==> src/sv/tgl_pkg.sv <==
// shared types and constants of the text glyph layout block
// depends on nothing; imported by tgl_front, tgl_back and the top level
`default_nettype none

package tgl_pkg;

  // character codes that steer the layout
  localparam logic [7:0] CH_NEWLINE     = 8'h0A;
  localparam logic [7:0] CH_SPACE       = 8'h20;
  localparam logic [7:0] CH_HASH        = 8'h23;
  localparam logic [7:0] CH_AT          = 8'h40;
  localparam logic [7:0] CH_BRACE_OPEN  = 8'h7B;
  localparam logic [7:0] CH_BRACE_CLOSE = 8'h7D;

  localparam logic [31:0] COLOR_WHITE = 32'hFFFF_FFFF;
  localparam logic [3:0]  HEX_DIGITS  = 4'd8;

  localparam logic KIND_GLYPH = 1'b0;
  localparam logic KIND_PEN   = 1'b1;

  // what the back end does with the pen for one character
  typedef enum logic [1:0] {
    ACT_NONE,
    ACT_GLYPH,
    ACT_SPACE,
    ACT_NEWLINE
  } act_e;

  // classified character handed from front to back
  typedef struct packed {
    logic               load;
    logic signed [31:0] axis_a;
    logic signed [31:0] axis_b;
    logic signed [31:0] axis_c;
    logic signed [31:0] axis_d;
    logic signed [31:0] origin_x;
    logic signed [31:0] origin_y;
    act_e               act;
    logic [7:0]         atlas_x;
    logic [7:0]         atlas_y;
    logic [31:0]        color;
    logic               end_flag;
  } cmd_t;

  // one result item
  typedef struct packed {
    logic               kind;
    logic [7:0]         atlas_x;
    logic [7:0]         atlas_y;
    logic [31:0]        color;
    logic signed [31:0] pen_x;
    logic signed [31:0] pen_y;
    logic               last;
  } res_t;

  // uppercase hex digit value, anything else counts as zero
  function automatic logic [3:0] hex_value(input logic [7:0] c);
    logic [3:0] v;
    v = 4'd0;
    if (c >= 8'h30 && c <= 8'h39) begin
      v = 4'(c - 8'h30);
    end else if (c >= 8'h41 && c <= 8'h46) begin
      v = 4'(c - 8'h41 + 8'd10);
    end
    return v;
  endfunction

endpackage

`default_nettype wire

==> src/sv/tgl_fifo.sv <==
// small flop-based queue used between the stages and on the result side
// depends on nothing; width and depth come from parameters
`default_nettype none

module tgl_fifo #(
  parameter int unsigned WIDTH = 8,
  parameter int unsigned DEPTH = 2
) (
  input  wire logic             clk_i,
  input  wire logic             rst_ni,
  input  wire logic             push_i,
  input  wire logic [WIDTH-1:0] data_i,
  output logic                  full_o,
  input  wire logic             pop_i,
  output logic [WIDTH-1:0]      data_o,
  output logic                  empty_o
);

  localparam int unsigned PW = (DEPTH > 1) ? $clog2(DEPTH) : 1;
  localparam int unsigned CW = $clog2(DEPTH + 1);

  logic [WIDTH-1:0] mem_q [DEPTH];
  logic [PW-1:0]    wr_q, wr_d, rd_q, rd_d;
  logic [CW-1:0]    cnt_q, cnt_d;
  logic             do_push, do_pop;

  // status and head of queue
  assign full_o  = (cnt_q == CW'(DEPTH));
  assign empty_o = (cnt_q == '0);
  assign data_o  = mem_q[rd_q];
  assign do_push = push_i && !full_o;
  assign do_pop  = pop_i && !empty_o;

  // pointer and fill count update
  always_comb begin
    wr_d  = wr_q;
    rd_d  = rd_q;
    cnt_d = cnt_q;
    if (do_push) begin
      wr_d = (wr_q == PW'(DEPTH - 1)) ? '0 : wr_q + 1'b1;
    end
    if (do_pop) begin
      rd_d = (rd_q == PW'(DEPTH - 1)) ? '0 : rd_q + 1'b1;
    end
    if (do_push && !do_pop) begin
      cnt_d = cnt_q + 1'b1;
    end else if (do_pop && !do_push) begin
      cnt_d = cnt_q - 1'b1;
    end
  end

  always_ff @(posedge clk_i or negedge rst_ni) begin
    if (!rst_ni) begin
      wr_q  <= '0;
      rd_q  <= '0;
      cnt_q <= '0;
    end else begin
      wr_q  <= wr_d;
      rd_q  <= rd_d;
      cnt_q <= cnt_d;
    end
  end

  // storage, no reset needed
  always_ff @(posedge clk_i) begin
    if (do_push) begin
      mem_q[wr_q] <= data_i;
    end
  end

endmodule

`default_nettype wire

==> src/sv/tgl_front.sv <==
// front end: tag parsing, color tracking and character classification
// depends on tgl_pkg; feeds classified transactions to the command queue
`default_nettype none

module tgl_front
  import tgl_pkg::*;
(
  input  wire logic               clk_i,
  input  wire logic               rst_ni,
  input  wire logic               accept_i,
  input  wire logic [7:0]         ch_i,
  input  wire logic               first_i,
  input  wire logic signed [31:0] axis_a_i,
  input  wire logic signed [31:0] axis_b_i,
  input  wire logic signed [31:0] axis_c_i,
  input  wire logic signed [31:0] axis_d_i,
  input  wire logic signed [31:0] origin_x_i,
  input  wire logic signed [31:0] origin_y_i,
  input  wire logic               end_of_text_i,
  output cmd_t                    cmd_o
);

  typedef enum logic [1:0] {
    MODE_PLAIN,
    MODE_BRACE,
    MODE_HEX,
    MODE_ICON
  } mode_e;

  mode_e       mode_q, mode_d, mode_eff;
  logic [3:0]  cnt_q, cnt_d, cnt_eff, cnt_inc;
  logic [31:0] acc_q, acc_d, acc_eff;
  logic [31:0] color_q, color_d, color_eff;
  act_e        act;
  logic        plain;

  // tag state after an optional string start
  always_comb begin
    mode_eff  = first_i ? MODE_PLAIN : mode_q;
    cnt_eff   = first_i ? 4'd0 : cnt_q;
    acc_eff   = first_i ? 32'd0 : acc_q;
    color_eff = first_i ? COLOR_WHITE : color_q;
  end

  assign cnt_inc = cnt_eff + 4'd1;

  // tag parser
  always_comb begin
    mode_d  = mode_eff;
    cnt_d   = cnt_eff;
    acc_d   = acc_eff;
    color_d = color_eff;
    plain   = 1'b0;
    unique case (mode_eff)
      MODE_HEX: begin
        if (cnt_eff < HEX_DIGITS) begin
          acc_d = {acc_eff[27:0], hex_value(ch_i)};
          cnt_d = cnt_inc;
          if (cnt_inc == HEX_DIGITS) begin
            color_d = acc_d;
          end
        end else begin
          // closing character of the color tag is swallowed
          mode_d = MODE_PLAIN;
          cnt_d  = 4'd0;
        end
      end
      MODE_ICON: begin
        if (ch_i == CH_BRACE_CLOSE) begin
          mode_d = MODE_PLAIN;
        end
      end
      MODE_BRACE: begin
        if (ch_i == CH_HASH) begin
          mode_d = MODE_HEX;
          cnt_d  = 4'd0;
          acc_d  = 32'd0;
        end else if (ch_i == CH_AT) begin
          mode_d = MODE_ICON;
        end else if (ch_i != CH_BRACE_OPEN) begin
          mode_d = MODE_PLAIN;
          plain  = 1'b1;
        end
      end
      MODE_PLAIN: begin
        plain = 1'b1;
      end
      default: begin
        mode_d = MODE_PLAIN;
      end
    endcase

    // plain character classification
    act = ACT_NONE;
    if (plain) begin
      priority if (ch_i == CH_BRACE_OPEN) begin
        mode_d = MODE_BRACE;
      end else if (ch_i == CH_SPACE) begin
        act = ACT_SPACE;
      end else if (ch_i == CH_NEWLINE) begin
        act = ACT_NEWLINE;
      end else begin
        act = ACT_GLYPH;
      end
    end

    // end of text closes any open tag
    if (end_of_text_i) begin
      mode_d = MODE_PLAIN;
      cnt_d  = 4'd0;
      acc_d  = 32'd0;
    end
  end

  // transaction toward the back end
  always_comb begin
    cmd_o.load     = first_i;
    cmd_o.axis_a   = axis_a_i;
    cmd_o.axis_b   = axis_b_i;
    cmd_o.axis_c   = axis_c_i;
    cmd_o.axis_d   = axis_d_i;
    cmd_o.origin_x = origin_x_i;
    cmd_o.origin_y = origin_y_i;
    cmd_o.act      = act;
    cmd_o.atlas_x  = {ch_i[4:0], 3'b000};
    cmd_o.atlas_y  = {1'b0, ch_i[7:5], 4'b0000};
    cmd_o.color    = color_eff;
    cmd_o.end_flag = end_of_text_i;
  end

  always_ff @(posedge clk_i or negedge rst_ni) begin
    if (!rst_ni) begin
      mode_q  <= MODE_PLAIN;
      cnt_q   <= 4'd0;
      acc_q   <= 32'd0;
      color_q <= COLOR_WHITE;
    end else if (accept_i) begin
      mode_q  <= mode_d;
      cnt_q   <= cnt_d;
      acc_q   <= acc_d;
      color_q <= color_d;
    end
  end

endmodule

`default_nettype wire

==> src/sv/tgl_back.sv <==
// back end: pen and line origin tracking, result generation
// depends on tgl_pkg; reads the command queue and writes the result queue
`default_nettype none

module tgl_back
  import tgl_pkg::*;
(
  input  wire logic clk_i,
  input  wire logic rst_ni,
  input  wire logic cmd_valid_i,
  input  cmd_t      cmd_i,
  output logic      cmd_pop_o,
  input  wire logic res_full_i,
  output logic      res_push_o,
  output res_t      res_o
);

  logic [31:0] pen_x_q, pen_y_q, line_x_q, line_y_q;
  logic [31:0] ax_a_q, ax_b_q, ax_c_q, ax_d_q;
  logic [31:0] a, b, c, d;
  logic [31:0] pen_x, pen_y, line_x, line_y;
  logic [31:0] pen_x_d, pen_y_d, line_x_d, line_y_d;
  logic [31:0] step_x, step_y, drop_x, drop_y;
  logic        split_q, split_d;
  logic        is_glyph, go;

  // axes and pen seen by this transaction
  always_comb begin
    a      = cmd_i.load ? 32'(cmd_i.axis_a)   : ax_a_q;
    b      = cmd_i.load ? 32'(cmd_i.axis_b)   : ax_b_q;
    c      = cmd_i.load ? 32'(cmd_i.axis_c)   : ax_c_q;
    d      = cmd_i.load ? 32'(cmd_i.axis_d)   : ax_d_q;
    pen_x  = cmd_i.load ? 32'(cmd_i.origin_x) : pen_x_q;
    pen_y  = cmd_i.load ? 32'(cmd_i.origin_y) : pen_y_q;
    line_x = cmd_i.load ? 32'(cmd_i.origin_x) : line_x_q;
    line_y = cmd_i.load ? 32'(cmd_i.origin_y) : line_y_q;
  end

  // constant multiples as shift-add, wrapping mod 2^32
  assign step_x = (a << 2) + (a << 1);
  assign step_y = (b << 2) + (b << 1);
  assign drop_x = (c << 3) + (c << 1) + c;
  assign drop_y = (d << 3) + (d << 1) + d;

  // pen move
  always_comb begin
    pen_x_d  = pen_x;
    pen_y_d  = pen_y;
    line_x_d = line_x;
    line_y_d = line_y;
    unique case (cmd_i.act)
      ACT_GLYPH, ACT_SPACE: begin
        pen_x_d = pen_x + step_x;
        pen_y_d = pen_y + step_y;
      end
      ACT_NEWLINE: begin
        line_x_d = line_x - drop_x;
        line_y_d = line_y - drop_y;
        pen_x_d  = line_x_d;
        pen_y_d  = line_y_d;
      end
      default: begin
      end
    endcase
  end

  assign is_glyph = (cmd_i.act == ACT_GLYPH);

  // result selection and queue handshakes
  always_comb begin
    res_o.kind    = KIND_PEN;
    res_o.atlas_x = 8'd0;
    res_o.atlas_y = 8'd0;
    res_o.color   = 32'd0;
    res_o.last    = 1'b1;
    res_o.pen_x   = $signed(pen_x_d);
    res_o.pen_y   = $signed(pen_y_d);
    split_d       = split_q;
    if (split_q) begin
      // second result of a glyph on the final character
      go          = cmd_valid_i && !res_full_i;
      res_o.pen_x = $signed(pen_x_q);
      res_o.pen_y = $signed(pen_y_q);
      res_push_o  = go;
      cmd_pop_o   = go;
      if (go) begin
        split_d = 1'b0;
      end
    end else begin
      go = cmd_valid_i && (!res_full_i || (!is_glyph && !cmd_i.end_flag));
      if (is_glyph) begin
        res_o.kind    = KIND_GLYPH;
        res_o.atlas_x = cmd_i.atlas_x;
        res_o.atlas_y = cmd_i.atlas_y;
        res_o.color   = cmd_i.color;
        res_o.last    = 1'b0;
        res_o.pen_x   = $signed(pen_x);
        res_o.pen_y   = $signed(pen_y);
      end
      res_push_o = go && (is_glyph || cmd_i.end_flag);
      cmd_pop_o  = go && !(is_glyph && cmd_i.end_flag);
      split_d    = go && is_glyph && cmd_i.end_flag;
    end
  end

  always_ff @(posedge clk_i or negedge rst_ni) begin
    if (!rst_ni) begin
      split_q  <= 1'b0;
      pen_x_q  <= 32'd0;
      pen_y_q  <= 32'd0;
      line_x_q <= 32'd0;
      line_y_q <= 32'd0;
      ax_a_q   <= 32'd0;
      ax_b_q   <= 32'd0;
      ax_c_q   <= 32'd0;
      ax_d_q   <= 32'd0;
    end else begin
      split_q <= split_d;
      if (go && !split_q) begin
        pen_x_q  <= pen_x_d;
        pen_y_q  <= pen_y_d;
        line_x_q <= line_x_d;
        line_y_q <= line_y_d;
        ax_a_q   <= a;
        ax_b_q   <= b;
        ax_c_q   <= c;
        ax_d_q   <= d;
      end
    end
  end

endmodule

`default_nettype wire

==> src/sv/text_glyph_layout.sv <==
// Text glyph layout: takes one character per cycle and returns glyph sprites
// and the final pen position. An input transaction is accepted in every cycle
// while the command queue has room; the result side delivers at most one
// result per cycle. A glyph on the final character of a string makes two
// results, and the back end holds that character until both are queued.
// A taken character goes through the command queue and the back end into the
// result queue, whose head drives the ports; the back end's pen update is a shift-add.
`default_nettype none

module text_glyph_layout
  import tgl_pkg::*;
#(
  parameter int unsigned CMD_DEPTH = 2,
  parameter int unsigned OUT_DEPTH = 2
) (
  input  wire logic               clk_i,
  input  wire logic               rst_ni,
  input  wire logic               push,
  output logic                    full,
  input  wire logic [7:0]         ch_i,
  input  wire logic               first_i,
  input  wire logic signed [31:0] axis_a_i,
  input  wire logic signed [31:0] axis_b_i,
  input  wire logic signed [31:0] axis_c_i,
  input  wire logic signed [31:0] axis_d_i,
  input  wire logic signed [31:0] origin_x_i,
  input  wire logic signed [31:0] origin_y_i,
  input  wire logic               end_of_text_i,
  output logic                    empty,
  input  wire logic               pop,
  output logic                    kind_o,
  output logic [7:0]              atlas_x_o,
  output logic [7:0]              atlas_y_o,
  output logic [7:0]              red_o,
  output logic [7:0]              green_o,
  output logic [7:0]              blue_o,
  output logic [7:0]              alpha_o,
  output logic signed [31:0]      pen_x_o,
  output logic signed [31:0]      pen_y_o,
  output logic                    last_o
);

  cmd_t cmd_in, cmd_head;
  res_t res_in, res_head;
  logic accept;
  logic cmd_empty, cmd_pop;
  logic res_full, res_push;

  assign accept = push && !full;

  // character classification
  tgl_front u_front (
    .clk_i         (clk_i),
    .rst_ni        (rst_ni),
    .accept_i      (accept),
    .ch_i          (ch_i),
    .first_i       (first_i),
    .axis_a_i      (axis_a_i),
    .axis_b_i      (axis_b_i),
    .axis_c_i      (axis_c_i),
    .axis_d_i      (axis_d_i),
    .origin_x_i    (origin_x_i),
    .origin_y_i    (origin_y_i),
    .end_of_text_i (end_of_text_i),
    .cmd_o         (cmd_in)
  );

  // queue between front and back
  tgl_fifo #(
    .WIDTH ($bits(cmd_t)),
    .DEPTH (CMD_DEPTH)
  ) u_cmd_fifo (
    .clk_i   (clk_i),
    .rst_ni  (rst_ni),
    .push_i  (accept),
    .data_i  (cmd_in),
    .full_o  (full),
    .pop_i   (cmd_pop),
    .data_o  (cmd_head),
    .empty_o (cmd_empty)
  );

  // pen tracking and result generation
  tgl_back u_back (
    .clk_i       (clk_i),
    .rst_ni      (rst_ni),
    .cmd_valid_i (!cmd_empty),
    .cmd_i       (cmd_head),
    .cmd_pop_o   (cmd_pop),
    .res_full_i  (res_full),
    .res_push_o  (res_push),
    .res_o       (res_in)
  );

  // result queue toward the consumer
  tgl_fifo #(
    .WIDTH ($bits(res_t)),
    .DEPTH (OUT_DEPTH)
  ) u_res_fifo (
    .clk_i   (clk_i),
    .rst_ni  (rst_ni),
    .push_i  (res_push),
    .data_i  (res_in),
    .full_o  (res_full),
    .pop_i   (pop),
    .data_o  (res_head),
    .empty_o (empty)
  );

  // result fields
  assign kind_o    = res_head.kind;
  assign atlas_x_o = res_head.atlas_x;
  assign atlas_y_o = res_head.atlas_y;
  assign red_o     = res_head.color[31:24];
  assign green_o   = res_head.color[23:16];
  assign blue_o    = res_head.color[15:8];
  assign alpha_o   = res_head.color[7:0];
  assign pen_x_o   = res_head.pen_x;
  assign pen_y_o   = res_head.pen_y;
  assign last_o    = res_head.last;

endmodule

`default_nettype wire

==> config.mk <==
export PLATFORM = sky130hd
export DESIGN_NAME = text_glyph_layout
export DESIGN_NICKNAME = d
export VERILOG_FILES = /design/src/sv/tgl_pkg.sv /design/src/sv/tgl_fifo.sv /design/src/sv/tgl_front.sv /design/src/sv/tgl_back.sv /design/src/sv/text_glyph_layout.sv
export SDC_FILE = /design/constraint.sdc
export NUM_CORES = 2
export LEC_CHECK = 0
export BUFFER_PORTS_ARGS = -buffer_cell sky130_fd_sc_hd__buf_4
export CORE_UTILIZATION = 25
export CTS_CLUSTER_DIAMETER = 200
export DETAILED_ROUTE_END_ITERATION = 8
export GPL_TIMING_DRIVEN = 0
export MAX_ROUTING_LAYER = met4
export SETUP_SLACK_MARGIN = 0.5
export SYNTH_ARGS = -nofsm -noshare
export SYNTH_HDL_FRONTEND = slang
export SYNTH_SLANG_ARGS = --single-unit
==> constraint.sdc <==
create_clock -name clk_i -period 31.9 [get_ports clk_i]
set_clock_uncertainty 0.15 [all_clocks]
set_input_delay 1.595 -clock clk_i [delete_from_list [all_inputs] [get_ports clk_i]]
set_output_delay 1.595 -clock clk_i [all_outputs]
set_load 0.005 [all_outputs]
# Word level (Yosys, flattened, before mapping)
# Memory sizes are Yosys's and may differ from the RTL's.
# Index checks and enable logic that the tools add are counted.
[totals]
ff_bits = 333
mem_count = 2
mem_bits_rw = 700
elab_cells = 171
[op_classes]
n_reduce_logical = 40
add_sub_neg = 22
n_lt_le_gt_ge = 5
mux = 67
n_eq_ne = 16
[mem_list]
columns = ["name", "depth", "word_bits", "rd", "rd_ports_with_merged_regs", "write_ports", "line", "rtl"]
rows = [
  ["u_cmd_fifo.mem_q", 2, 236, 1, 0, 1, "tgl_fifo.sv:22", "logic [WIDTH-1:0] mem_q [DEPTH];"],
  ["u_res_fifo.mem_q", 2, 114, 1, 0, 1, "tgl_fifo.sv:22", ""],
]
[op_table]
columns = ["cell", "n"]
rows = [
  ["$mux 32", 16],
  ["$add 32x32->32", 8],
  ["$pmux 32 s2", 3],
  ["$mux 114", 1],
  ["$mux 64", 1],
  ["$sub 32x32->32", 2],
  ["$mux 31", 2],
  ["$mux 49", 1],
  ["$mux 2", 17],
  ["$eq 8x7->1 const B", 3],
  ["$mux 4", 6],
  ["$logic_and 1x1->1", 20],
  ["$mux 1", 17],
  ["$eq 8x6->1 const B", 2],
  ["$eq 2x2->1 const B", 6],
  ["$logic_not 1->1", 12],
  ["$eq 8x4->1 const B", 1],
  ["$ge 8x6->1 const B", 1],
  ["$ge 8x7->1 const B", 1],
  ["$le 8x6->1 const B", 1],
  ["$le 8x7->1 const B", 1],
  ["$ne 8x7->1 const B", 1],
  ["$pmux 4 s2", 1],
  ["$sub 4x1->4 const B", 2],
  ["14 further kinds", 24],
]

# Depth between registers and ports, before layout
# An unclocked memory read counts as a cell.
[logic_depth]
word_depth = 13
mapped_depth = 24
depth_no_buf = 17

# Hierarchy
# A second synthesis with hierarchy kept.
[unflattened]
cells_unflattened = 4712
area_unflattened_um2 = 57884.3
[modules_own_cells]
columns = ["mod", "instances", "area_per_inst_um2", "cells_per_inst"]
rows = [
  ["tgl_back", 1, 26202.6, 3035],
  ["tgl_fifo at u_cmd_fifo", 1, 17986.0, 778],
  ["tgl_fifo at u_res_fifo", 1, 8623.3, 374],
  ["tgl_front", 1, 5054.8, 523],
  ["text_glyph_layout", 1, 17.5, 2],
]

# Worst setup path before layout
# No wires, ideal clock.
[synth_timing]
kind = "input -> register"
start = "in push"
end = "mem u_cmd_fifo.mem_q[0][0] (netlist bit), enable pin"
setup_time_ns = 0.834
n_path_buf = 2
required_time_ns = 30.916
path_slack_ns = 19.074
path_stages = 4
t_arrival_ns = 11.842
path_cell_list = "nand2_1 -> clkbuf_1 -> clkbuf_1 -> nor2_1"
[synth_between]
elab_chain_len = 4
[synth_rtl]
columns = ["element", "line", "rtl"]
rows = [
  ["start, declared", "text_glyph_layout.sv:18", "input wire logic push,"],
  ["$logic_and 1x1->1", "text_glyph_layout.sv:49", "assign accept = push && !full;"],
  ["$logic_and 1x1->1", "tgl_fifo.sv:31", "assign do_push = push_i && !full_o;"],
  ["$mux 1", "tgl_fifo.sv:66", "if (do_push) begin"],
  ["$mux 1 (not written as such)", "tgl_fifo.sv:67", "mem_q[wr_q] <= data_i;"],
  ["end, declared", "tgl_fifo.sv:22", ""],
]
# No other way between the ends.

==> metrics <==
status complete, but fails checks; failing checks capacitance limit, slew limit; CTS resizes 0; CP Data Required Time 32150 ps; Row Count 170; via density per instance 4.89; Synth Area in Simple Gates 9.20%; largest net degree at the start of global routing 104; WL per Instance roughly 24 um; Seq/Total Area, Yosys between 50% and 60%; slack of the worst reg-to-reg path 22960 ps; DRT antenna net count 0; Max Cap Viol 1; min setup slack post-route about 23000 ps; All-Layer GR Usage 18.6%; first-pass GRT wire length 281 mm; Buf+Inv Stages, Crit Path 8; CP top delay family buffers and inverters; Mean Syn Cell Area 11.3 sq um; number of synthesized register bits ~1000; endpoints failing hold 0; XOR/XNOR Fraction of Synth Area 1.98%; CP Cell Sequence buf_6 -> mux2i_1 -> buf_4 -> buf_6 -> buf_2 -> clkbuf_2 -> clkbuf_1 -> a21oi_1 -> fa_1 -> inv_1 -> fa_1 -> inv_1 -> ha_1 -> o21a_1 -> o211ai_1 -> a21oi_1 -> o21ai_1 -> o21ai_0 -> or4_1 -> nand4_1 -> a21oi_1 -> o21ai_0; antenna violations before repair 50; final net count 5758; Post-CTS Setup Bufs 0; vias 40169; core area 215000 sq um; io pins 322; Hold WC Path Type flip-flop to flip-flop; WL final 200 mm; initial core utilization 25.2%; Reg-to-Reg End u_res_fifo.mem_q[0][31]; Initial DRC Count 3972; Tightest Pin Transition 1530 ps; commonest non-fill, non-tap cells in the layout edfxtp_1 (678), nand2_1 (629), o21ai_0 (416); Worst Setup Start Kind flip-flop; CTS H-tree depth 3; slowest cell on the critical path clkbuf_1; clock root buffer clkbuf_16; synth top area cells edfxtp_1 (38%), dfrtp_1 (14%), fa_1 (6.5%); RSZ-0062 raised after global routing no; crit-path max cell delay between 1000 and 1500 ps; clk sinks 1007; Compound-Gate Fraction of Synth Area 14.3%; fraction of layout cells with a size suffix above 1 between 10% and 20%; Worst Path Max Fanout 10; Filler cells between 20000 and 25000; Reg area 28600 sq um; DP Worst Slack ~23000 ps; mux share of post-synthesis cell area 7.58%; multi-input logic area 23100 sq um; Final HPWL DP 159 mm; Synth cell types 99; reg2reg path depth 22; Post-synth EDFFs 678; Stages on worst setup path 22; # DRC 0; Chip Height around 470 um; leading area contributor after synthesis edfxtp_1; cell mode on critical path a21oi_1; critical path class flip-flop to flip-flop; max reg flops about 470; PortBufs 311; vias in the first global route around 39000; clk_lat worst skew 820 ps; top-area cell type share of the netlist area between 30% and 40%; hold_sp u_back.line_y_q[17]; CTS tree done; Largest regs u_cmd_fifo.mem_q (468), u_res_fifo.mem_q (210); Hold Buf Count CTS 0; Setup crit end kind flip-flop; Setup TNS 0 ps; CTS Buf Count 110; Max Fclk 112 MHz; ys async rst share 32.7%; Tmin final 8940 ps; gr ovfl total 0; final worst path period share 28.0%; hold path endpoint u_back.line_y_q[17]; Horiz. Die Dim around 470 um; clk buf depth 3; RePlAce Congestion ~1.0; max-slew violations 12; cells after synthesis 4788; largest family of logic cells by synthesized area compound AO/OA/AOI/OAI gates; die area 218000 sq um; Synth Flop Type edfxtp_1; synthesized area 54000 sq um; DR pass1 iterations 8; commonest non-fill, non-tap cell in the layout edfxtp_1; Biggest register u_cmd_fifo.mem_q; Worst EP arrival 9190 ps; area grow syn2layout 19.1%; FF-to-FF Start u_cmd_fifo.rd_q; adder-cell share of the synthesized area between 9 and 10%; Setup Viol. Count Final 0; Clock transition at path regs 70 ps; hold path cells 2; Ys Warns 0; Slew HR -2.02%; CP startpoint u_cmd_fifo.rd_q
## synthesized netlist by cell type (all sizes together) (7+ instances only)
library cell	instances
ha	137
nand2	629
xnor2	85
xor2	37
o221ai	8
nor3	25
a22oi	35
o31a	9
o21bai	17
edfxtp	678
o31ai	7
inv	281
and3	31
a21oi	275
nand4	19
nand2b	22
a211oi	28
buf	76
o22ai	24
dfstp	32
a31oi	57
nand3	40
o22a	61
a21boi	8
nor2	287
o21a	83
clkbuf	196
mux2	118
o21ai	442
fa	176
a22o	29
nor2b	13
or2	39
nand3b	11
a221o	12
dfrtp	297
o211ai	28
mux2i	271
and2	11
a21o	75
or3	13
## routing by layer
layer  GRT usage, %  wire (um)  up-vias
met2           28.6      91600     1641
met1           23.6      84900    20115
met3           3.82      15200      340
met5              -          0        -
li1               -          -    18073
met4           7.77       8650        0
## layout make-up
| type | instances | share of cell area, % |
|---|---|---|
| Clock buffer | 126 | 4.44 |
| Tap cell | 2838 | 5.52 |
| Buffer | 272 | 1.89 |
| Sequential cell | 1007 | 44.5 |
| Timing Repair Buffer | 332 | 4.40 |
| Antenna cell | 47 | 0.183 |
| Clock inverter | 84 | 1.41 |
| Multi-Input combinational cell | 3234 | 36.0 |
| Inverter | 282 | 1.65 |
## tightest hold or removal path: stages (launching register included)
cell	delay (ps)
dfrtp_1	340
nand2_1	50
nand2_1	50
## worst max path at each step
stage,slack [ps],to
detailed placement,23100,u_res_fifo.mem_q[0][31]
floorplan,19070,u_cmd_fifo.mem_q[0][0]
CTS,23030,u_res_fifo.mem_q[0][31]
global route,22790,u_res_fifo.mem_q[1][31]
global placement,11680,u_cmd_fifo.mem_q[0][119]
finish,22960,u_res_fifo.mem_q[0][31]
## metrics by stage
step / hold WS (ps) / std cells / cell area (sq um) / util (%)
global placement: 300 / 7944 / 59900 / 27.9
detailed placement: 301 / 7965 / 60400 / 28.2
floorplan: 283 / 4795 / 54000 / -
CTS: 316 / 8175 / 64200 / 29.9
global route: 343 / 8217 / 64300 / 30.0
finish: 314 / 8222 / 64300 / 30.0
## kinds of logic (layout without fill, tap and decap cells)
kind of cell,after synthesis,count (layout)
AOI/OAI and AO/OA,1239,1239
xor gates and xnor gates,122,122
adders and majority gates,313,313
buffers and inverters,554,1096
DFF,1007,1007
muxes,389,389
other,1,55
and+or+nand+nor,1163,1163
Power is left out: the tool's default activity adds up to more than one toggle a clock period on the data nets, which glitch-free logic cannot reach.
